==> config.mk <==
export PLATFORM = sky130hd
export DESIGN_NAME = byte_ring_fifo_unit
export DESIGN_NICKNAME = d
export VERILOG_FILES = /design/src/rtl/core/brf_pkg.sv /design/src/rtl/core/brf_ram.sv /design/src/rtl/core/brf_ctrl.sv /design/src/rtl/core/byte_ring_fifo_unit.sv
export SDC_FILE = /design/constraint.sdc
export NUM_CORES = 1
export LEC_CHECK = 0
export ABC_AREA = 1
export BUFFER_PORTS_ARGS = -buffer_cell sky130_fd_sc_hd__buf_2
export CAP_MARGIN = 20
export CELL_PAD_IN_SITES_DETAIL_PLACEMENT = 1
export CELL_PAD_IN_SITES_GLOBAL_PLACEMENT = 1
export CORE_ASPECT_RATIO = 1.5
export CORE_MARGIN = 4
export CORE_UTILIZATION = 40
export CTS_CLUSTER_SIZE = 16
export DETAILED_ROUTE_END_ITERATION = 6
export GPL_TIMING_DRIVEN = 1
export PLACE_DENSITY_LB_ADDON = 0.1
export SLEW_MARGIN = 40
export SYNTH_ARGS = -nofsm -noshare
export SYNTH_HDL_FRONTEND = slang
export SYNTH_HIERARCHICAL = 1
export SYNTH_SLANG_ARGS = --single-unit
==> constraint.sdc <==
create_clock -name clk_i -period 4.8 [get_ports clk_i]
set_input_delay 0.72 -clock clk_i [delete_from_list [all_inputs] [get_ports clk_i]]
set_output_delay 0.72 -clock clk_i [all_outputs]
set_load 0.03 [all_outputs]
==> src/rtl/core/brf_pkg.sv <==
package brf_pkg;

  // Default ring depth in storage cells; one cell always stays free
  localparam int unsigned DepthDef = 64;

  // Fixed field widths of the transaction payloads
  localparam int unsigned DataW   = 8;
  localparam int unsigned CountW  = 6;
  localparam int unsigned OffsetW = 6;

  typedef enum logic [1:0] {
    REQ_PUSH = 2'd0,
    REQ_POP  = 2'd1,
    REQ_PEEK = 2'd2,
    REQ_DUMP = 2'd3
  } req_e;

  typedef struct packed {
    req_e               req_type;
    logic [DataW-1:0]   data_in;
    logic [OffsetW-1:0] offset;
  } in_t;

  typedef struct packed {
    logic              ok;
    logic [DataW-1:0]  data_out;
    logic [CountW-1:0] count;
    logic              is_full;
    logic              is_empty;
    logic              last_of_run;
  } out_t;

endpackage

==> src/rtl/core/brf_ram.sv <==
module brf_ram #(
  parameter int unsigned Width = 8,
  parameter int unsigned Depth = 64,
  localparam int unsigned AW = $clog2(Depth)
) (
  input  logic             clk_i,
  input  logic             we_i,
  input  logic             re_i,
  input  logic [AW-1:0]    addr_i,
  input  logic [Width-1:0] wdata_i,
  output logic [Width-1:0] rdata_o
);

  logic [Width-1:0] mem_q [Depth];
  logic [Width-1:0] rdata_q;

  // Write on we, register read data on re; read data holds otherwise
  always_ff @(posedge clk_i) begin
    if (we_i) begin
      mem_q[addr_i] <= wdata_i;
    end
    if (re_i) begin
      rdata_q <= mem_q[addr_i];
    end
  end

  assign rdata_o = rdata_q;

endmodule

==> src/rtl/core/brf_ctrl.sv <==
module brf_ctrl import brf_pkg::*; #(
  parameter int unsigned Depth = DepthDef,
  localparam int unsigned AW = $clog2(Depth)
) (
  input  logic             clk_i,
  input  logic             rst_ni,
  input  logic             in_valid_i,
  output logic             in_ready_o,
  input  in_t              in_data_i,
  output logic             out_valid_o,
  input  logic             out_ready_i,
  output out_t             out_data_o,
  output logic             ram_we_o,
  output logic             ram_re_o,
  output logic [AW-1:0]    ram_addr_o,
  output logic [DataW-1:0] ram_wdata_o,
  input  logic [DataW-1:0] ram_rdata_i
);

  localparam int unsigned CmpW = (AW > OffsetW) ? AW : OffsetW;

  typedef enum logic {
    ST_IDLE,
    ST_DUMP
  } state_e;

  function automatic logic [AW-1:0] wrap_inc(input logic [AW-1:0] idx);
    logic [AW-1:0] nxt;
    if (idx == AW'(Depth - 1)) begin
      nxt = '0;
    end else begin
      nxt = idx + AW'(1);
    end
    return nxt;
  endfunction

  state_e        state_q, state_d;
  logic [AW-1:0] widx_q, widx_d;
  logic [AW-1:0] ridx_q, ridx_d;
  logic [AW-1:0] cnt_q, cnt_d;
  logic [AW-1:0] pos_q, pos_d;
  logic [AW-1:0] rem_q, rem_d;

  // Read stage: metadata travelling alongside the memory read
  logic          b_vld_q;
  logic          b_ok_q, b_ram_q, b_last_q;
  logic [AW-1:0] b_cnt_q;

  logic          out_vld_q;
  out_t          out_q;

  logic          b_move, a_go, acc, dump_step;
  logic          full, empty, off_ok;
  logic [AW-1:0] off_a, start, total, newest;
  logic [AW:0]   sum;
  logic          issue, i_ok, i_ram, i_last;
  logic          we, re;
  logic [AW-1:0] addr;
  logic [AW:0]   idx_diff;
  logic [AW-1:0] idx_level;

  // Advance the read stage when the output register is free or being taken
  assign b_move     = b_vld_q && (!out_vld_q || out_ready_i);
  assign a_go       = !b_vld_q || b_move;
  assign in_ready_o = (state_q == ST_IDLE) && a_go;
  assign acc        = in_valid_i && in_ready_o;
  assign dump_step  = (state_q == ST_DUMP) && a_go;

  assign full   = (cnt_q == AW'(Depth - 1));
  assign empty  = (cnt_q == '0);
  assign off_ok = CmpW'(in_data_i.offset) < CmpW'(cnt_q);
  assign off_a  = AW'(in_data_i.offset);
  assign sum    = (AW+1)'(ridx_q) + (AW+1)'(off_a);
  assign start  = (sum >= (AW+1)'(Depth)) ? AW'(sum - (AW+1)'(Depth)) : AW'(sum);
  assign total  = cnt_q - off_a;
  assign newest = (widx_q == '0) ? AW'(Depth - 1) : widx_q - AW'(1);

  // Decode the transaction, drive the memory and update indices
  always_comb begin
    state_d = state_q;
    widx_d  = widx_q;
    ridx_d  = ridx_q;
    cnt_d   = cnt_q;
    pos_d   = pos_q;
    rem_d   = rem_q;
    issue   = 1'b0;
    i_ok    = 1'b0;
    i_ram   = 1'b0;
    i_last  = 1'b1;
    we      = 1'b0;
    re      = 1'b0;
    addr    = widx_q;
    if (acc) begin
      issue = 1'b1;
      unique case (in_data_i.req_type)
        REQ_PUSH: begin
          if (!full) begin
            we     = 1'b1;
            addr   = widx_q;
            widx_d = wrap_inc(widx_q);
            cnt_d  = cnt_q + AW'(1);
            i_ok   = 1'b1;
          end
        end
        REQ_POP: begin
          if (!empty) begin
            re     = 1'b1;
            addr   = ridx_q;
            ridx_d = wrap_inc(ridx_q);
            cnt_d  = cnt_q - AW'(1);
            i_ok   = 1'b1;
            i_ram  = 1'b1;
          end
        end
        REQ_PEEK: begin
          if (!empty) begin
            re    = 1'b1;
            addr  = newest;
            i_ok  = 1'b1;
            i_ram = 1'b1;
          end
        end
        REQ_DUMP: begin
          if (off_ok) begin
            re     = 1'b1;
            addr   = start;
            i_ok   = 1'b1;
            i_ram  = 1'b1;
            i_last = (total == AW'(1));
            if (total != AW'(1)) begin
              state_d = ST_DUMP;
              pos_d   = wrap_inc(start);
              rem_d   = total - AW'(1);
            end
          end
        end
        default: ;
      endcase
    end else if (dump_step) begin
      issue  = 1'b1;
      re     = 1'b1;
      addr   = pos_q;
      i_ok   = 1'b1;
      i_ram  = 1'b1;
      i_last = (rem_q == AW'(1));
      pos_d  = wrap_inc(pos_q);
      rem_d  = rem_q - AW'(1);
      if (rem_q == AW'(1)) begin
        state_d = ST_IDLE;
      end
    end
  end

  assign ram_we_o    = we;
  assign ram_re_o    = re;
  assign ram_addr_o  = addr;
  assign ram_wdata_o = in_data_i.data_in;

  // Hold state, read stage and output register
  always_ff @(posedge clk_i or negedge rst_ni) begin
    if (!rst_ni) begin
      state_q   <= ST_IDLE;
      widx_q    <= '0;
      ridx_q    <= '0;
      cnt_q     <= '0;
      pos_q     <= '0;
      rem_q     <= '0;
      b_vld_q   <= 1'b0;
      b_ok_q    <= 1'b0;
      b_ram_q   <= 1'b0;
      b_last_q  <= 1'b0;
      b_cnt_q   <= '0;
      out_vld_q <= 1'b0;
      out_q     <= '0;
    end else begin
      state_q <= state_d;
      widx_q  <= widx_d;
      ridx_q  <= ridx_d;
      cnt_q   <= cnt_d;
      pos_q   <= pos_d;
      rem_q   <= rem_d;
      if (a_go) begin
        b_vld_q <= issue;
        if (issue) begin
          b_ok_q   <= i_ok;
          b_ram_q  <= i_ram;
          b_last_q <= i_last;
          b_cnt_q  <= cnt_d;
        end
      end
      if (b_move) begin
        out_vld_q         <= 1'b1;
        out_q.ok          <= b_ok_q;
        out_q.data_out    <= b_ram_q ? ram_rdata_i : '0;
        out_q.count       <= CountW'(b_cnt_q);
        out_q.is_full     <= (b_cnt_q == AW'(Depth - 1));
        out_q.is_empty    <= (b_cnt_q == '0);
        out_q.last_of_run <= b_last_q;
      end else if (out_ready_i) begin
        out_vld_q <= 1'b0;
      end
    end
  end

  assign out_valid_o = out_vld_q;
  assign out_data_o  = out_q;

  // Fill level recomputed from the indices, for checking
  assign idx_diff  = (AW+1)'(widx_q) + (AW+1)'(Depth) - (AW+1)'(ridx_q);
  assign idx_level = (idx_diff >= (AW+1)'(Depth)) ? AW'(idx_diff - (AW+1)'(Depth))
                                                  : AW'(idx_diff);

  a_cnt_bound: assert property (@(posedge clk_i) disable iff (!rst_ni)
    cnt_q <= AW'(Depth - 1))
    else $error("fill count beyond capacity");

  a_cnt_idx: assert property (@(posedge clk_i) disable iff (!rst_ni)
    cnt_q == idx_level)
    else $error("fill count disagrees with indices");

  a_dump_block: assert property (@(posedge clk_i) disable iff (!rst_ni)
    state_q == ST_DUMP |-> !in_ready_o)
    else $error("input accepted during dump");

  a_stall_hold: assert property (@(posedge clk_i) disable iff (!rst_ni)
    (b_vld_q && !b_move) |-> !ram_re_o)
    else $error("memory read issued while read stage stalled");

  a_rw_excl: assert property (@(posedge clk_i) disable iff (!rst_ni)
    ram_we_o |-> !ram_re_o)
    else $error("memory written and read in one cycle");

endmodule

==> src/rtl/core/byte_ring_fifo_unit.sv <==
// Pipeline: a transaction is accepted and its storage read issued in the same cycle; the read
//   stage then holds it until the output register, which drives out_valid_o, is free or taken.
// Throughput: one push, pop or peek per cycle, back to back, while the output is not stalled.
// A dump reads count-offset bytes, one storage read per byte on the single memory port,
//   and holds off input until the read of its last byte has been issued.
// Reset clears indices, fill count and pipeline; storage is not cleared.
module byte_ring_fifo_unit import brf_pkg::*; #(
  parameter int unsigned Depth = DepthDef
) (
  input  logic clk_i,
  input  logic rst_ni,
  input  logic in_valid_i,
  output logic in_ready_o,
  input  in_t  in_data_i,
  output logic out_valid_o,
  input  logic out_ready_i,
  output out_t out_data_o
);

  localparam int unsigned AW = $clog2(Depth);

  logic             ram_we, ram_re;
  logic [AW-1:0]    ram_addr;
  logic [DataW-1:0] ram_wdata, ram_rdata;

  // Sequencer, read stage and output register
  brf_ctrl #(
    .Depth(Depth)
  ) u_ctrl (
    .clk_i       (clk_i),
    .rst_ni      (rst_ni),
    .in_valid_i  (in_valid_i),
    .in_ready_o  (in_ready_o),
    .in_data_i   (in_data_i),
    .out_valid_o (out_valid_o),
    .out_ready_i (out_ready_i),
    .out_data_o  (out_data_o),
    .ram_we_o    (ram_we),
    .ram_re_o    (ram_re),
    .ram_addr_o  (ram_addr),
    .ram_wdata_o (ram_wdata),
    .ram_rdata_i (ram_rdata)
  );

  // Byte storage
  brf_ram #(
    .Width(DataW),
    .Depth(Depth)
  ) u_ram (
    .clk_i   (clk_i),
    .we_i    (ram_we),
    .re_i    (ram_re),
    .addr_i  (ram_addr),
    .wdata_i (ram_wdata),
    .rdata_o (ram_rdata)
  );

endmodule
==> results of run 1 <==
repair_timing:
action                                  CTS  global route
endpoints found under the setup margin    0             0
hold buffers                              1             0
endpoints found under the hold margin     5             0
report_power, final:
part           internal [W]  leakage (nW)  total [W]  switching, W
registers           0.00585          5.42    0.00618      0.000330
logic               0.00242          6.71    0.00859       0.00618
clock network       0.00284         0.960    0.00479       0.00196
total                0.0111          13.1     0.0196       0.00846
state kept, by name, summed over array words and instances, names as in the netlist, 6 cells and up:
name and count:
u_ctrl/pos_q 6, u_ctrl/b_cnt_q 6, u_ram/rdata_o 8, u_ctrl/out_data_o 18, u_ctrl/rem_q 6, u_ctrl/widx_q 6
u_ctrl/ridx_q 6, u_ctrl/cnt_q 6, u_ram/mem_q 512
critical path: stages, from the launching register on:
cell,delay [ps]
dfrtp_1,430
inv_1,140
ha_1,230
fa_1,450
nor2_2,160
nand2_1,60
nand3_1,60
nand2_1,240
inv_1,190
nand2_1,70
nand3_1,70
nand4_1,80
nand2_1,120
nand2_4,140
buf_12,230
buf_4,320
nand2_1,140
nand2_1,70
nand2_1,60
nand2_1,100
nand2_1,100
nand2_1,60
nand2_1,90
nand2_1,60
nor2_1,240
nand2_1,110
path summary, 6_finish.rpt:
path	from	to	slack, ps	depth (start not counted)
worst max-delay path	u_ctrl/cnt_q[0]	u_ram/rdata_o[6]	460	25
worst min-delay path	out_ready_i	u_ctrl/out_valid_o	410	4
worst max register to register	u_ctrl/cnt_q[0]	u_ram/rdata_o[6]	460	25
worst min register to register	u_ctrl/b_cnt_q[4]	u_ctrl/out_data_o[1]	470	1
max in group asynchronous	rst_ni	u_ctrl/out_data_o[5]	3570	3
min in group asynchronous	rst_ni	u_ctrl/ridx_q[2]	450	2
metrics by stage:
stage	hold WS (ps)	instance area, um2	std cells
after global routing	414	30300	3841
after floorplan	424	26600	2818
after global placement	441	28300	3734
final	407	30400	3842
after detailed placement	460	28300	3734
after CTS	377	30300	3841
cell type report:
type	instances	area share
sequential	580	0.564
multi-input combinational	2003	0.277
clock buffer	72	0.0517
timing repair buffer	169	0.0442
tap	877	0.0362
clock inverter	34	0.0138
inverter	106	0.0134
antenna	1	0.0000824
cells by family (layout without fill, tap and decap cells):
group,Yosys count,count (layout),share of synthesized area
buf+inv,235,381,0.0431
mux,1,1,0.000376
xor+xnor,15,15,0.00493
flops,580,580,0.642
fa+ha+maj,29,29,0.0142
compound gates,116,116,0.0244
simple gates,1842,1842,0.271
other cells,0,1,0
cell usage in the layout (no fill, tap or decap), types with 15 or more instances in the layout:
| cell type | n |
|---|---|
| o21ai_0 | 59 |
| buf_2 | 34 |
| edfxtp_1 | 520 |
| dfrtp_1 | 60 |
| nand2_1 | 1579 |
| a21oi_1 | 24 |
| nand3_1 | 73 |
| nand4_1 | 15 |
| inv_1 | 93 |
| buf_4 | 121 |
| nor2_1 | 123 |
| clkbuf_16 | 61 |
| ha_1 | 27 |
layer usage:
layer	GRT usage	vias up	part of all wire
li1	-	9323	-
met1	0.275	9815	0.40
met2	0.454	321	0.54
met3	0.0263	142	0.030
met4	0.0849	0	0.038
met5	0	-	0
==> metrics, run 1 <==
status=completed; drt total wl=84200 um; prevailing post-synth register cell=edfxtp_1; Max Cap Viol=0; Worst Setup End Kind=flop; cell taking the most area after synthesis=edfxtp_1; via/cell ratio=5.10; fin worst setup slack=464 ps; total CTS buffers=58; Worst Skew=15.2 ps; Avg Cell Area, Syn=9.46 um2; crit-path max FO=51; final core utilization=0.462; CP startpoint kind=flop; CTS tree=yes; DR vias=19600; Final Power=0.0196 W; core area=65800 um2; Post-synth EDFFs=520; final slew viol count=0; dpl hpwl=57000 um; # rows=115; pin count of the biggest net entering global routing=70; Initial Utilization=0.405; Congestion Overflow GR=0; Clk Latency, worst-skew pair=640 ps; die span in x=219 um; Mapped Nets=2867; dpl ws=128 ps; share of flip-flops with an asynchronous set or reset=0.103; WS Path Type=flop to flop; I/O pins=40; GPL Wtd Cong=0.878; Synth Instances=2818; main area contributors after synthesis=edfxtp_1 (59%), nand2_1 (22%), dfrtp_1 (5.6%); pwr dens=645 nW/um2; unrepaired setup endpoints after global routing=no; Slew HR=0.429; H-tree Lvls=2; setup violators final=0; nets=2967; Final Hold Vio Count=0; die height=324 um; fmax=0.231 GHz; layout cells sized above 1=0.101; DRT antenna net count=0; Netlist cell types=44; Filler cells=7484; Sequential cell area=17100 um2; leakage power=13.1 nW; 1st-pass router iterations=5; setup_tns=0 ps; Syn-to-layout area delta=13.9%; first-pass GRT wire length=128000 um; DRC violations left=0; clock tree buffer depth=3; total number of yosys warnings=6; most frequent cell after synthesis=nand2_1; HP Class=primary input to flop; post-CTS sizing=0; GRT Overall Usage=0.238; CTS Root Cell=clkbuf_16; I/O Buffers=39; Synth top area share=0.586; Sink Count=580; initial antenna violation count=1; Seq/Total Area, Yosys=0.642; Mapped Area=26600 um2; Max VDD drop=0.000387 V; slew at the pin closest to its max-slew limit=857 ps; wire length per cell=21.9 um; area occupied by multi-input gates=8400 um2; min Tclk post-route=4340 ps; die area=70900 um2; Worst-path clk slew=60 ps; vias in the first global route=21200; most common library cells after synthesis=nand2_1 (1583), edfxtp_1 (520), nor2_1 (124), inv_1 (93), nand3_1 (73); post-route clock period utilization=0.903; #FFs+latches synth=580; # Post-CTS Setup Buffers=0; Arr. time, crit path=4710 ps; Initial DRC Count=1169; Worst Path Required=5170 ps
No activity file was read; power rests on OpenSTA's default activity.
==> run 2, diff against run 1 <==
- SYNTH_HIERARCHICAL: 1 -> unset
==> run 2 against run 1 <==
Compared with the run above: sequential share of layout area shrank 0.59 points; largest cell class unchanged; worst hold slack worse by 380 ps; cell count fell by 4.4%; sequential power about the same; maximum frequency grew 2.9%; design area rose by 1.1%; worst setup slack improved by 120 ps; clock power shrank 7.1%; register-to-register slack gained 120 ps; clock skew grew 6.6 ps.
==> metrics, run 2 <==
Final Hold Vio Count=0; Placed Area=28900 um2; via/cell ratio=5.21; CTS tree=yes; # rows=116; HP Class=primary input to asynchronous set/reset pin; #FFs+latches synth=580; worst hold margin=29.1 ps; number of hold buffers added after CTS=0; total CTS buffers=56; Mapped Area=27100 um2; final slew viol count=0; clock tree buffer depth=3; Synth Instances=2645; status=completed; CP startpoint kind=flop; first-pass GRT wire length=123000 um; GPL Wtd Cong=0.885; Congestion Overflow GR=0; pwr dens=614 nW/um2; core area=66900 um2; Filler cells=7435; slew at the pin closest to its max-slew limit=829 ps; DRC violations left=0; most common library cells after synthesis=nand2_1 (579), edfxtp_1 (520), inv_1 (405), nand3_1 (351), nand3b_1 (184); CTS Root Cell=clkbuf_16; Mapped Nets=2694; 1st-pass router iterations=5; Worst Setup End Kind=flop; ant diodes=0; Seq/Total Area, Yosys=0.632; Post-synth EDFFs=520; Slew HR=0.447; unrepaired setup endpoints after global routing=no; Synth top area share=0.577; Arr. time, crit path=4550 ps; drt total wl=81700 um; dpl hpwl=53400 um; initial antenna violation count=0; die height=327 um; crit-path max FO=21; layout cells sized above 1=0.102; prevailing post-synth register cell=edfxtp_1; post-route clock period utilization=0.878; placed insts=3570; fin area=30700 um2; commonest cells after routing, fill and taps aside=nand2_1 (578), edfxtp_1 (520), inv_1 (405); Max VDD drop=0.000464 V; Netlist cell types=48; die area=72000 um2; Syn-to-layout area delta=13.3%; DR vias=19100; pin count of the biggest net entering global routing=130; total number of yosys warnings=0; WS Path Type=flop to flop; wire length per cell=22.2 um; I/O pins=40; vias in the first global route=20400; DRT antenna net count=0; fin cells=3673; Max Cap Viol=0; Final Power=0.0188 W; fmax=0.237 GHz; share of flip-flops with an asynchronous set or reset=0.103; # Post-CTS Setup Buffers=0; most frequent cell after synthesis=nand2_1; GRT Overall Usage=0.227; I/O Buffers=39; commonest non-fill, non-tap cell in the layout=nand2_1; main area contributors after synthesis=edfxtp_1 (58%), nand2_1 (8.0%), nand3_1 (6.5%); nets=2792; register bank with the most flops=u_ram.mem_q; setup_tns=0 ps; Worst-path clk slew=70 ps; Largest register FFs=512; die span in x=220 um; Worst Skew=21.8 ps; Avg Cell Area, Syn=10.2 um2; H-tree Lvls=2; Sink Count=580; Initial DRC Count=1210; post-CTS sizing=0; min Tclk post-route=4210 ps; Initial Utilization=0.404; Clk Latency, worst-skew pair=630 ps; setup violators final=0; cell taking the most area after synthesis=edfxtp_1; leakage power=12.8 nW; Worst Path Required=5140 ps
==> run 2: power breakdown <==
| part | switching [W] | internal [W] | leakage (nW) |
|---|---|---|---|
| Sequential | 0.000344 | 0.00586 | 5.41 |
| Clock | 0.00195 | 0.00250 | 0.870 |
| Combinational | 0.00578 | 0.00241 | 6.47 |
==> run 2: cell type report <==
cell class / count / area (um2) / area share
multi-input combinational: 1521 / 7750 / 0.253
inverter: 418 / 1570 / 0.0512
sequential: 580 / 17100 / 0.558
clock buffer: 76 / 1540 / 0.0501
timing repair buffer: 166 / 1330 / 0.0434
tap: 885 / 1110 / 0.0361
clock inverter: 27 / 263 / 0.00857
==> run 2: final timing paths <==
kind                                      start                   end  slack [ps]  cells past startpoint
min in group clk_i                   in_valid_i        u_ctrl.b_vld_q         370                      3
hold / removal                           rst_ni      u_ctrl.ridx_q[0]          30                      1
hold reg to reg            u_ctrl.out_data_o[5]  u_ctrl.out_data_o[5]         480                      2
max in group asynchronous                rst_ni  u_ctrl.out_data_o[0]        3780                      2
setup / recovery                u_ctrl.cnt_q[0]    u_ram.mem_q[26][0]         590                     19
setup reg to reg                u_ctrl.cnt_q[0]    u_ram.mem_q[26][0]         590                     19
==> run 2: metrics by stage <==
stage	setup WS (ps)	utilization
after floorplan	1350	-
after global placement	363	0.430
after detailed placement	446	0.431
after CTS	554	0.458
after global routing	269	0.458
final	585	0.458
==> run 2: routing by layer <==
layer  track usage  wire, um  vias up
li1              -         -     8992
met1         0.266     32300     9647
met2         0.415     43200      345
met3        0.0273      2660      160
met4        0.0937      3560        0
met5             0         0        -
==> run 2: critical path: stages, from the launching register on <==
cell	delay (ps)
dfrtp_1	430
inv_1	240
ha_1	200
inv_1	60
fa_1	390
nand2_1	90
nand2_1	70
nand3_1	70
nand2_1	110
nand2_2	130
nand2_1	60
nand3_1	70
nand2_1	60
nand2_1	140
nand2_2	130
nor2_4	580
nand2_1	340
buf_4	270
nor2_1	260
buf_4	220
==> run 2: logic make-up (layout without fill, tap and decap cells) <==
family          Yosys count  after routing  synth area share
xor+xnor                 26             26           0.00841
fa+ha+maj                29             29            0.0140
compound gates          181            181            0.0371
buf+inv                 544            687            0.0829
simple gates           1284           1284             0.225
mux                       1              1          0.000370
flops                   580            580             0.632
